`src/rtl/scs_pkg.sv`:
```
`timescale 1ns / 1ps
// ----------------------------------------------------------------------------
// scs_pkg: shared types and constants for the serial command display unit
// Word layouts of both channels, command codes, seven-segment table and the
// small helpers used by the decode and pattern logic.
// ----------------------------------------------------------------------------
package scs_pkg;

	// Character codes
	localparam logic [7:0] CR_CHAR    = 8'd13;
	localparam logic [7:0] ASCII_ZERO = 8'd48;
	localparam logic [7:0] ASCII_ONE  = 8'h31;
	localparam logic [7:0] ASCII_TWO  = 8'h32;
	localparam logic [7:0] CMD_ADC    = 8'h41;   // 'A'
	localparam logic [7:0] CMD_COPY   = 8'h43;   // 'C'

	localparam logic [3:0] BLANK_DIGIT = 4'd15;

	// Buffer positions that are kept
	localparam int POS_LETTER  = 0;
	localparam int POS_CHANNEL = 1;
	localparam int POS_DIGIT0  = 4;
	localparam int POS_DIGIT3  = 7;

	// Input word: one received character plus the current converter samples
	typedef struct packed {
		logic [7:0] rx_byte;
		logic [9:0] adc_chan0;
		logic [9:0] adc_chan1;
	} cmd_word_t;

	// Output word: one display position
	typedef struct packed {
		logic [6:0] seg_pattern;
		logic [1:0] digit_index;
		logic       last;
	} disp_word_t;

	// Kept positions of the command buffer
	typedef struct packed {
		logic [7:0]      letter;
		logic [7:0]      chan_char;
		logic [3:0][7:0] digit_chars;
	} cmd_buf_t;

	// Display state handed between decode and top level
	typedef struct packed {
		logic [3:0][3:0] digits;
		logic            channel;
	} disp_state_t;

	// ASCII digit to value, anything else goes blank
	function automatic logic [3:0] char_to_digit(input logic [7:0] ch);
		logic [7:0] v;
		v = ch - ASCII_ZERO;
		return (v <= 8'd9) ? v[3:0] : BLANK_DIGIT;
	endfunction

	// Segment bits gfedcba; values above nine show blank
	function automatic logic [6:0] seg_of(input logic [3:0] d);
		logic [6:0] s;
		case (d)
			4'd0: s = 7'b0111111;
			4'd1: s = 7'b0000110;
			4'd2: s = 7'b1011011;
			4'd3: s = 7'b1001111;
			4'd4: s = 7'b1100110;
			4'd5: s = 7'b1101101;
			4'd6: s = 7'b1111101;
			4'd7: s = 7'b0000111;
			4'd8: s = 7'b1111111;
			4'd9: s = 7'b1101111;
			default: s = 7'b0000000;
		endcase
		return s;
	endfunction

endpackage

```
`src/rtl/scs_stream_if.sv`:
```
`timescale 1ns / 1ps
// ----------------------------------------------------------------------------
// scs_stream_if: valid/ready channel
// One word moves at a rising edge with valid and ready both high.
// ----------------------------------------------------------------------------
interface scs_stream_if #(
	parameter type payload_t = logic
);
	logic     valid;
	logic     ready;
	payload_t data;

	modport source (output valid, output data, input ready);
	modport sink   (input valid, input data, output ready);
endinterface

```
`src/rtl/scs_digit_decode.sv`:
```
`timescale 1ns / 1ps
// ----------------------------------------------------------------------------
// scs_digit_decode: command decode
// Works out the next displayed digits and channel from a finished command
// and the converter samples that came with its carriage return.
// ----------------------------------------------------------------------------
module scs_digit_decode import scs_pkg::*; (
	input  cmd_buf_t    cmd_buf,
	input  logic [9:0]  adc_chan0,
	input  logic [9:0]  adc_chan1,
	input  disp_state_t cur,
	output disp_state_t nxt
);

	logic        chan;
	logic [9:0]  sample;
	logic        thou;
	logic [9:0]  rem_h;
	logic [15:0] prod_h;
	logic [3:0]  hund;
	logic [6:0]  rem_t;
	logic [14:0] prod_t;
	logic [3:0]  tens;
	logic [3:0]  units;

	// Channel pick: '1' and '2' select, anything else keeps the old one
	always_comb begin
		chan = cur.channel;
		if (cmd_buf.chan_char == ASCII_ONE) begin
			chan = 1'b0;
		end else if (cmd_buf.chan_char == ASCII_TWO) begin
			chan = 1'b1;
		end
	end

	// Decimal split by reciprocal multiplies, exact for samples below 1024
	always_comb begin
		sample = chan ? adc_chan1 : adc_chan0;
		thou   = (sample >= 10'd1000);
		rem_h  = thou ? (sample - 10'd1000) : sample;
		prod_h = 16'(rem_h) * 16'd41;          // /100 as *41 >> 12
		hund   = prod_h[15:12];
		rem_t  = 7'(rem_h - 10'(hund) * 10'd100);
		prod_t = 15'(rem_t) * 15'd205;         // /10 as *205 >> 11
		tens   = prod_t[14:11];
		units  = 4'(rem_t - 7'(tens) * 7'd10);
	end

	always_comb begin
		nxt = cur;
		case (cmd_buf.letter)
			CMD_COPY: begin
				for (int k = 0; k < 4; k++) begin
					nxt.digits[k] = char_to_digit(cmd_buf.digit_chars[k]);
				end
			end
			CMD_ADC: begin
				nxt.channel   = chan;
				nxt.digits[0] = {3'b000, thou};
				nxt.digits[1] = hund;
				nxt.digits[2] = tens;
				nxt.digits[3] = units;
			end
			default: begin
				nxt = cur;
			end
		endcase
	end

endmodule

```
`src/rtl/serial_command_to_seven_segment_unit.sv`:
```
`timescale 1ns / 1ps
// ----------------------------------------------------------------------------
// serial_command_to_seven_segment_unit: serial commands to display patterns
// Collects received characters into a command and refreshes a four digit
// seven-segment display on every carriage return.
// ----------------------------------------------------------------------------
// Use:
//   cmd  - input words: one received character with the two converter
//          samples current at that moment. Any character but carriage
//          return is stored; bytes past MAX_CMD_BYTES are dropped.
//   disp - output words: four patterns per carriage return, positions
//          3, 2, 1, 0, with last set on position 0.
// Order: a taken carriage return passes the input register, then loads the
//   pattern registers, which put the first pattern of its refresh out.
// Throughput: one character a cycle while no carriage return waits in the
//   input register. A refresh holds the four-entry pattern shift register
//   until its last pattern is taken; a following carriage return waits in
//   the input register until the last pattern of the previous refresh leaves.
// Reset: buffer and count cleared, display shows 0000, channel zero, no
//   word pending on either side.
// Stall: a stalled receiver holds the current pattern; plain characters
//   keep flowing, a carriage return waits and then blocks cmd.
// ----------------------------------------------------------------------------
module serial_command_to_seven_segment_unit import scs_pkg::*; #(
	parameter int MAX_CMD_BYTES = 14
) (
	input  logic               clk,
	input  logic               arst_n,
	scs_stream_if.sink         cmd,
	scs_stream_if.source       disp
);

	localparam int CNT_W = $clog2(MAX_CMD_BYTES + 1);

	// Input register
	logic        valid_s1;
	cmd_word_t   word_s1;

	// Command and display state
	logic [CNT_W-1:0] count_q;
	cmd_buf_t         buf_q;
	disp_state_t      state_q;
	disp_state_t      state_nxt;

	// Pattern shift register, entry 0 is on the output
	logic [6:0]  pat_q [4];
	logic        busy_q;
	logic [1:0]  idx_q;

	logic is_cr;
	logic out_take;
	logic out_free;
	logic adv_s1;
	logic load;

	assign is_cr    = (word_s1.rx_byte == CR_CHAR);
	assign out_take = busy_q && disp.ready;
	assign out_free = !busy_q || (disp.ready && (idx_q == 2'd0));
	assign adv_s1   = valid_s1 && (!is_cr || out_free);
	assign load     = adv_s1 && is_cr;

	assign cmd.ready = !valid_s1 || adv_s1;

	assign disp.valid            = busy_q;
	assign disp.data.seg_pattern = pat_q[0];
	assign disp.data.digit_index = idx_q;
	assign disp.data.last        = (idx_q == 2'd0);

	scs_digit_decode u_decode (
		.cmd_buf   (buf_q),
		.adc_chan0 (word_s1.adc_chan0),
		.adc_chan1 (word_s1.adc_chan1),
		.cur       (state_q),
		.nxt       (state_nxt)
	);

	// Input register
	always_ff @(posedge clk or negedge arst_n) begin
		if (!arst_n) begin
			valid_s1 <= 1'b0;
		end else if (cmd.ready) begin
			valid_s1 <= cmd.valid;
		end
	end

	always_ff @(posedge clk) begin
		if (cmd.ready && cmd.valid) begin
			word_s1 <= cmd.data;
		end
	end

	// Command buffer, count and display state
	always_ff @(posedge clk or negedge arst_n) begin
		if (!arst_n) begin
			count_q <= '0;
			buf_q   <= '0;
			state_q <= '0;
		end else if (load) begin
			count_q <= '0;
			buf_q   <= '0;
			state_q <= state_nxt;
		end else if (adv_s1 && (count_q < CNT_W'(MAX_CMD_BYTES))) begin
			count_q <= count_q + 1'b1;
			if (count_q == CNT_W'(POS_LETTER)) begin
				buf_q.letter <= word_s1.rx_byte;
			end else if (count_q == CNT_W'(POS_CHANNEL)) begin
				buf_q.chan_char <= word_s1.rx_byte;
			end else if ((count_q >= CNT_W'(POS_DIGIT0)) &&
			             (count_q <= CNT_W'(POS_DIGIT3))) begin
				buf_q.digit_chars[count_q[1:0]] <= word_s1.rx_byte;
			end
		end
	end

	// Output control: count positions 3 down to 0
	always_ff @(posedge clk or negedge arst_n) begin
		if (!arst_n) begin
			busy_q <= 1'b0;
			idx_q  <= 2'd0;
		end else if (load) begin
			busy_q <= 1'b1;
			idx_q  <= 2'd3;
		end else if (out_take) begin
			if (idx_q == 2'd0) begin
				busy_q <= 1'b0;
			end
			idx_q <= idx_q - 2'd1;
		end
	end

	// Pattern registers: load position 3 first, shift on each taken word
	always_ff @(posedge clk) begin
		if (load) begin
			for (int k = 0; k < 4; k++) begin
				pat_q[k] <= seg_of(state_nxt.digits[3 - k]);
			end
		end else if (out_take) begin
			pat_q[0] <= pat_q[1];
			pat_q[1] <= pat_q[2];
			pat_q[2] <= pat_q[3];
		end
	end

endmodule

```
`src/flat_wrapper.sv`:
```
// flat-port wrapper written by rule: the top's interface ports become plain ports
module serial_command_to_seven_segment_unit_flat import scs_pkg::*;
#(
	parameter int MAX_CMD_BYTES = 14
)
  (clk, arst_n, cmd_valid, cmd_data, cmd_ready, disp_valid, disp_data, disp_ready);
  scs_stream_if #(.payload_t(cmd_word_t)) cmd_i ();
  scs_stream_if #(.payload_t(disp_word_t)) disp_i ();
  input  logic clk;
  input  logic arst_n;
  input wire logic [$bits(cmd_i.valid)-1:0] cmd_valid;
  input wire logic [$bits(cmd_i.data)-1:0] cmd_data;
  output wire logic [$bits(cmd_i.ready)-1:0] cmd_ready;
  output wire logic [$bits(disp_i.valid)-1:0] disp_valid;
  output wire logic [$bits(disp_i.data)-1:0] disp_data;
  input wire logic [$bits(disp_i.ready)-1:0] disp_ready;
  assign cmd_i.valid = cmd_valid;
  assign cmd_i.data = cmd_data;
  assign cmd_ready = cmd_i.ready;
  assign disp_valid = disp_i.valid;
  assign disp_data = disp_i.data;
  assign disp_i.ready = disp_ready;
  serial_command_to_seven_segment_unit #(.MAX_CMD_BYTES(MAX_CMD_BYTES)) u_core (.clk(clk), .arst_n(arst_n), .cmd(cmd_i), .disp(disp_i));
endmodule
```
`config.mk`:
```
export PLATFORM = sky130hd
export DESIGN_NAME = serial_command_to_seven_segment_unit_flat
export DESIGN_NICKNAME = d
export VERILOG_FILES = /design/src/rtl/scs_pkg.sv /design/src/rtl/scs_stream_if.sv /design/src/rtl/scs_digit_decode.sv /design/src/rtl/serial_command_to_seven_segment_unit.sv /design/src/flat_wrapper.sv
export SDC_FILE = /design/constraint.sdc
export NUM_CORES = 1
export LEC_CHECK = 0
export BUFFER_PORTS_ARGS = -buffer_cell sky130_fd_sc_hd__buf_2
export CAP_MARGIN = 25
export CORE_ASPECT_RATIO = 0.6
export CORE_MARGIN = 3
export CORE_UTILIZATION = 45
export CTS_CLUSTER_SIZE = 14
export DETAILED_ROUTE_END_ITERATION = 8
export HOLD_SLACK_MARGIN = 0.1
export PLACE_DENSITY = 0.61
export SLEW_MARGIN = 0
export SYNTH_ARGS = -nofsm -noshare
export SYNTH_HDL_FRONTEND = slang
export SYNTH_SLANG_ARGS = --single-unit
```
`constraint.sdc`:
```
create_clock -name clk -period 12.3 [get_ports clk]
set_input_delay 0.615 -clock clk [delete_from_list [all_inputs] [get_ports clk]]
set_output_delay 0.615 -clock clk [all_outputs]
set_load 0.05 [all_outputs]
```
After elaboration in Yosys (flattened, before gate mapping) --
Memories as Yosys holds them, arrays and structs flattened. Index checks and enable logic that the tools add are counted.
Word-level totals: register bits 101, bits in latches 0, bits in writable memories 28, ROM bits 448, input bits 32, output and inout bits 12, word-level logic and storage cells 122, memories 5
Cells by class: $add $sub $neg 9, multipliers 4, div/mod/pow operators 0, order comparisons 10, eq/ne operators 8, shift-type cells 0, muxes and demuxes 38, bitwise operators 3, reductions and logical operators 27
Memory list:
- (name not given) | depth 16, width 7, read ports 1, clocked after memory_dff 0, write ports 0, RTL line scs_pkg.sv:62 | case (d)
- (name not given) | depth 16, width 7, read ports 1, clocked after memory_dff 0, write ports 0, RTL line scs_pkg.sv:62
- (name not given) | depth 16, width 7, read ports 1, clocked after memory_dff 0, write ports 0, RTL line scs_pkg.sv:62
- (name not given) | depth 16, width 7, read ports 1, clocked after memory_dff 0, write ports 0, RTL line scs_pkg.sv:62
- u_core.pat_q | depth 4, width 7, read ports 4, clocked after memory_dff 0, write ports 4, RTL line serial_command_to_seven_segment_unit.sv:46 | logic [6:0] pat_q [4];
Operators with widths (number):
- $mux 48 | 2
- $mux 32 | 2
- $mux 7 | 7
- $mux 40 | 1
- $bwmux 32 | 1
- $le 8x4->1 const B | 4
- $pmux 16 s2 | 1
- $sub 8x6->8 const B | 4
- $mux 4 | 6
- $mux 8 | 3
- $mux 10 | 2
- $demux 8 s2 | 1
- $eq 8x6->1 const B | 2
- $eq 8x7->1 const B | 2
- $mul 10x6->16 const B | 1
- $mul 7x8->15 const B | 1
- $reduce_bool 2->1 | 6
- $ge 10x10->1 const B | 1
- $mux 1 | 10
- $sub 10x10->10 const B | 1
- $eq 8x4->1 const B | 1
- $logic_and 1x1->1 | 8
- $sub 7x7->7 | 1
- $reduce_and 2->1 | 3
- 20 further kinds | 28

Logic depth before layout (Yosys ltp) --
An unclocked memory read counts as a cell.
depth in word-level cells 16, gate-level depth with buffers 50, gate-level depth less buffers 49

Modules after synthesis --
A second synthesis with hierarchy kept.
Second synthesis, totals: cell total of the unflattened synthesis 831, area, all modules 8404.3 µm²
By module, submodules not included:
- serial_command_to_seven_segment_unit | times used 1, cells an instance 516, area each 5839.4 µm², sequential area each 3508.4 µm²
- scs_digit_decode | times used 1, cells an instance 315, area each 2565.0 µm², sequential area each 0.0 µm²

Least setup slack after synthesis --
Ideal clock, no wire load.
kind reg-to-reg, start point register u_core.buf_q[34] (netlist bit), end point memory u_core.pat_q[0][0], data pin, setup time 0.274 ns, arrival 10.230 ns, required time 12.026 ns, slack 1.796 ns, stages on the path, launching flop included 47, path buffers 1, clock period less this slack 10.504 ns, path through dfrtp_1 and4bb_1 a41o_2 nand2_4 o31ai_1 or2_2 inv_1 ha_1 fa_1 ha_1 ha_1 a21o_1 a21oi_1 o21ai_0 a21oi_1 o21ai_1 xnor2_1 inv_1 [... 11 more ...] inv_1 ha_1 a21o_1 a21oi_1 o21ai_0 or2_2 o211a_1 nor2_1 xnor2_1 fa_1 xnor2_1 or3_1 and3b_1 o32ai_1 o21ai_1 clkbuf_1 a21oi_1 a31oi_1
RTL lines:
- start, declared | RTL line serial_command_to_seven_segment_unit.sv:41 | cmd_buf_t buf_q;
- end, declared | RTL line serial_command_to_seven_segment_unit.sv:46

==> qor.csv <==
stage;metric;value;unit
logic_synthesis;synth_top_area_share;0.218;
worst_setup_path;path_buf_inv;6;
worst_setup_path;crit_path_end_kind;register;
logic_synthesis;synthCells;850;
clock_network;ctsHtreeMaxLevel;4;
layout;drive_above_1_share;0.119;
status;status;complete, no violations;
layout;seq_area;3510;sq um
place;hpwl;13600;um
worst_setup_path;r2r-end;u_core.pat_q[0][3]$_DFFE_PP_;
sta;fin_crit_sh;0.923;
logic_synthesis;synth_async_sr_flop_share;0.566;
clock_network;clock-sinks;129;
layout;post-route-util;0.535;
logic_synthesis;netlist_area;8380;sq um
global_routing;antenna_found_initial;0;
floorplan;die_y;112;um
sta;post-route-min-period;11.35;ns
sta;tightestPinTransition;0.908;ns
layout;final_common_cell;nand2_1;
worst_setup_path;reg2regPathDepth;46;
layout;fill_cells;1564;
floorplan;initial_core_util;0.474;
worst_setup_path;cp_data_required_time;12.55;ns
place;gp_congestion;0.797;
route;vias_per_cell;5.29;
layout;final_cells;1128;
clock_network;cts_buffer_depth;2;
clock_network;path_clk_slew;0.06;ns
clock_network;cts_tree;built;
route;drtIter0Drc;341;
route;ant_nets;0;
floorplan;rows;37;
worst_setup_path;cpPeakStageDelay;0.51;ns
worst_setup_path;critPathMostFrequentCell;ha_1;
worst_setup_path;cp-startpoint;u_core.buf_q[34]$_DFFE_PN0P_;
sta;fmax;0.0881;GHz
global_routing;gr-total-overflow;0;
worst_setup_path;critPathKind;reg2reg;
sta;final_max_slew_viol_count;0;
worst_setup_path;start_kind;register;
sta;max_slew_margin;0.392;
place;io_buffers;43;
logic_synthesis;synth-main-ff-cell;dfrtp_1;
worst_setup_path;crit_path_end;u_core.pat_q[0][3]$_DFFE_PP_;
worst_setup_path;rrSetupSlack;0.95;ns
clock_network;cts_root_buffer;clkbuf_16;
sta;skew;0.0101;ns
sta;finalHoldViolCount;0;
global_routing;grt_usage;0.192;
logic_synthesis;yosys.area.top_type;dfrtp_1;
clock_network;post_cts_buffers;0;
route;dr.pass1.iters;5;
layout;final_net_count;1028;
clock_network;cts_inserted_buffers;17;
floorplan;io_pins;44;
layout;multi_input_area;4460;sq um
logic_synthesis;ys_warn_count;0;
worst_setup_path;cp_max_fo;13;
global_routing;grt_pass1_vias;5706;
logic_synthesis;syn_nets;997;
sta;rsz0062_at_grt;false;
global_routing;grt_pass1_wl;31000;um
worst_setup_path;worstPathArrival;11.60;ns
place;dp_cells;1093;
flow_run;maxCapViolCount;0;
layout;antennaDiodeCount;0;
sta;final.setup.tns;0;ns
layout;layout_common_cells;121 x nand2_1, 101 x ha_1, 73 x dfrtp_1, 72 x nor2_1, 72 x o21ai_0;
route;wl_per_cell;16.6;um
logic_synthesis;ys_ff_latch;129;
floorplan;die_area;20400;sq um
floorplan;core_area;17700;sq um
sta;setup_viol;0;
logic_synthesis;synth_cell_types;70;
worst_hold_path;worstHoldPathType;in2reg;
worst_setup_path;cpLargestDelayFamily;adder cells;
logic_synthesis;synth_seq_area_share;0.419;
route;wl;18700;um
worst_setup_path;r2r_start;u_core.buf_q[34]$_DFFE_PN0P_;
route;vias;5969;
logic_synthesis;syn_area_per_cell;9.86;sq um
global_routing;grt_max_degree;74;
floorplan;die_w;182;um
route;drc_errors;0;
clock_network;clk_latency;0.42;ns
logic_synthesis;ys_top_cells_by_area;dfrtp_1 22%, edfxtp_1 20%, ha_1 15%;
logic_synthesis;synth-edff-count;56;
layout;area_growth;12.8;%
worst_setup_path;cp_slowest_cell;fa_1;
worst_setup_path;cp_num_cells;46;
how the worst min path moves through the flow:
| stage | startpoint | end | depth (start not counted) |
|---|---|---|---|
| final | cmd_data[6] | u_core.word_s1[6]$_DFFE_PP_ | 1 |
| after global routing | cmd_data[24] | u_core.word_s1[24]$_DFFE_PP_ | 1 |
| after global placement | u_core.state_q[4]$_DFFE_PN0P_ | u_core.state_q[4]$_DFFE_PN0P_ | 2 |
| after floorplan | arst_n | u_core.buf_q[0]$_DFFE_PN0P_ | 0 |
| after CTS | cmd_data[18] | u_core.word_s1[18]$_DFFE_PP_ | 1 |
| after detailed placement | u_core.state_q[4]$_DFFE_PN0P_ | u_core.state_q[4]$_DFFE_PN0P_ | 2 |
synthesized netlist by cell type, types with 2 or more instances:
cell type / instances
xor2_1: 3
o22ai_1: 7
ha_1: 101
o221a_2: 2
and2_1: 5
nor4bb_1: 4
nor2_1: 72
xnor2_1: 9
mux2i_1: 38
a21oi_1: 33
dfrtp_1: 73
fa_1: 14
a31oi_1: 13
o31ai_1: 4
nand4b_1: 2
or3_1: 2
nand4_1: 6
o211ai_1: 7
buf_4: 7
and3_1: 12
a211oi_1: 3
or2_2: 2
o21ai_1: 3
nor3_1: 6
nand2b_1: 7
nor4b_1: 2
nand2_1: 122
inv_1: 65
o21a_1: 2
edfxtp_1: 56
nor2b_1: 4
a21o_1: 7
clkbuf_1: 33
o21ai_0: 72
nand3_1: 15
nor3b_1: 3
per-layer routing:
metal  GRT usage  vias to the layer above  routed length [um]
met5           0                        -                   0
met4      0.0416                        0                 118
met3      0.0486                        9                1190
met2       0.240                      149                6780
met1       0.322                     2788               10600
li1            -                     3023                   -
logic make-up (layout without fill, tap and decap cells):
logic type,count (synthesis),after routing,synth area share
AOI/OAI and AO/OA,169,169,0.124
xor gates and xnor gates,14,14,0.0181
adders and majority gates,115,115,0.184
buffers and inverters,109,153,0.0530
DFF,129,129,0.419
muxes,42,42,0.0525
and+or+nand+nor,272,272,0.149
registers in the layout, summed over array words and instances (netlist names):
register and flops:
u_core.buf_q 48, u_core.count_q 4, u_core.disp.valid 1, u_core.idx_q 2, u_core.pat_q 28, u_core.state_q 17, u_core.valid_s1 1, u_core.word_s1 28
what timing repair did:
item,CTS,global route
resized for setup,0,2
hold buffers,0,1
setup endpoints to repair,0,7
hold endpoints to repair,0,2
through the flow:
| step | setup slack (ns) | hold WS, ns | cell area [sq um] |
|---|---|---|---|
| 2_1_floorplan | 1.80 | 0.319 | 8380 |
| 3_3_place_gp | 0.905 | 0.456 | 8790 |
| 3_5_place_dp | 0.757 | 0.461 | 8790 |
| 4_1_cts | 0.652 | 0.355 | 9400 |
| 5_1_grt | 0.115 | 0.352 | 9460 |
| 6_report | 0.945 | 0.370 | 9460 |
area by class of cell:
class	count	area share
Tap cell	234	0.0310
Inverter	66	0.0262
Clock buffer	22	0.0525
Sequential cell	129	0.371
Clock inverter	10	0.0126
Timing Repair Buffer	55	0.0349
Multi-Input combinational cell	612	0.472
Power is left out: the tool's default activity adds up to more than one toggle a clock period on the data nets, which glitch-free logic cannot reach.
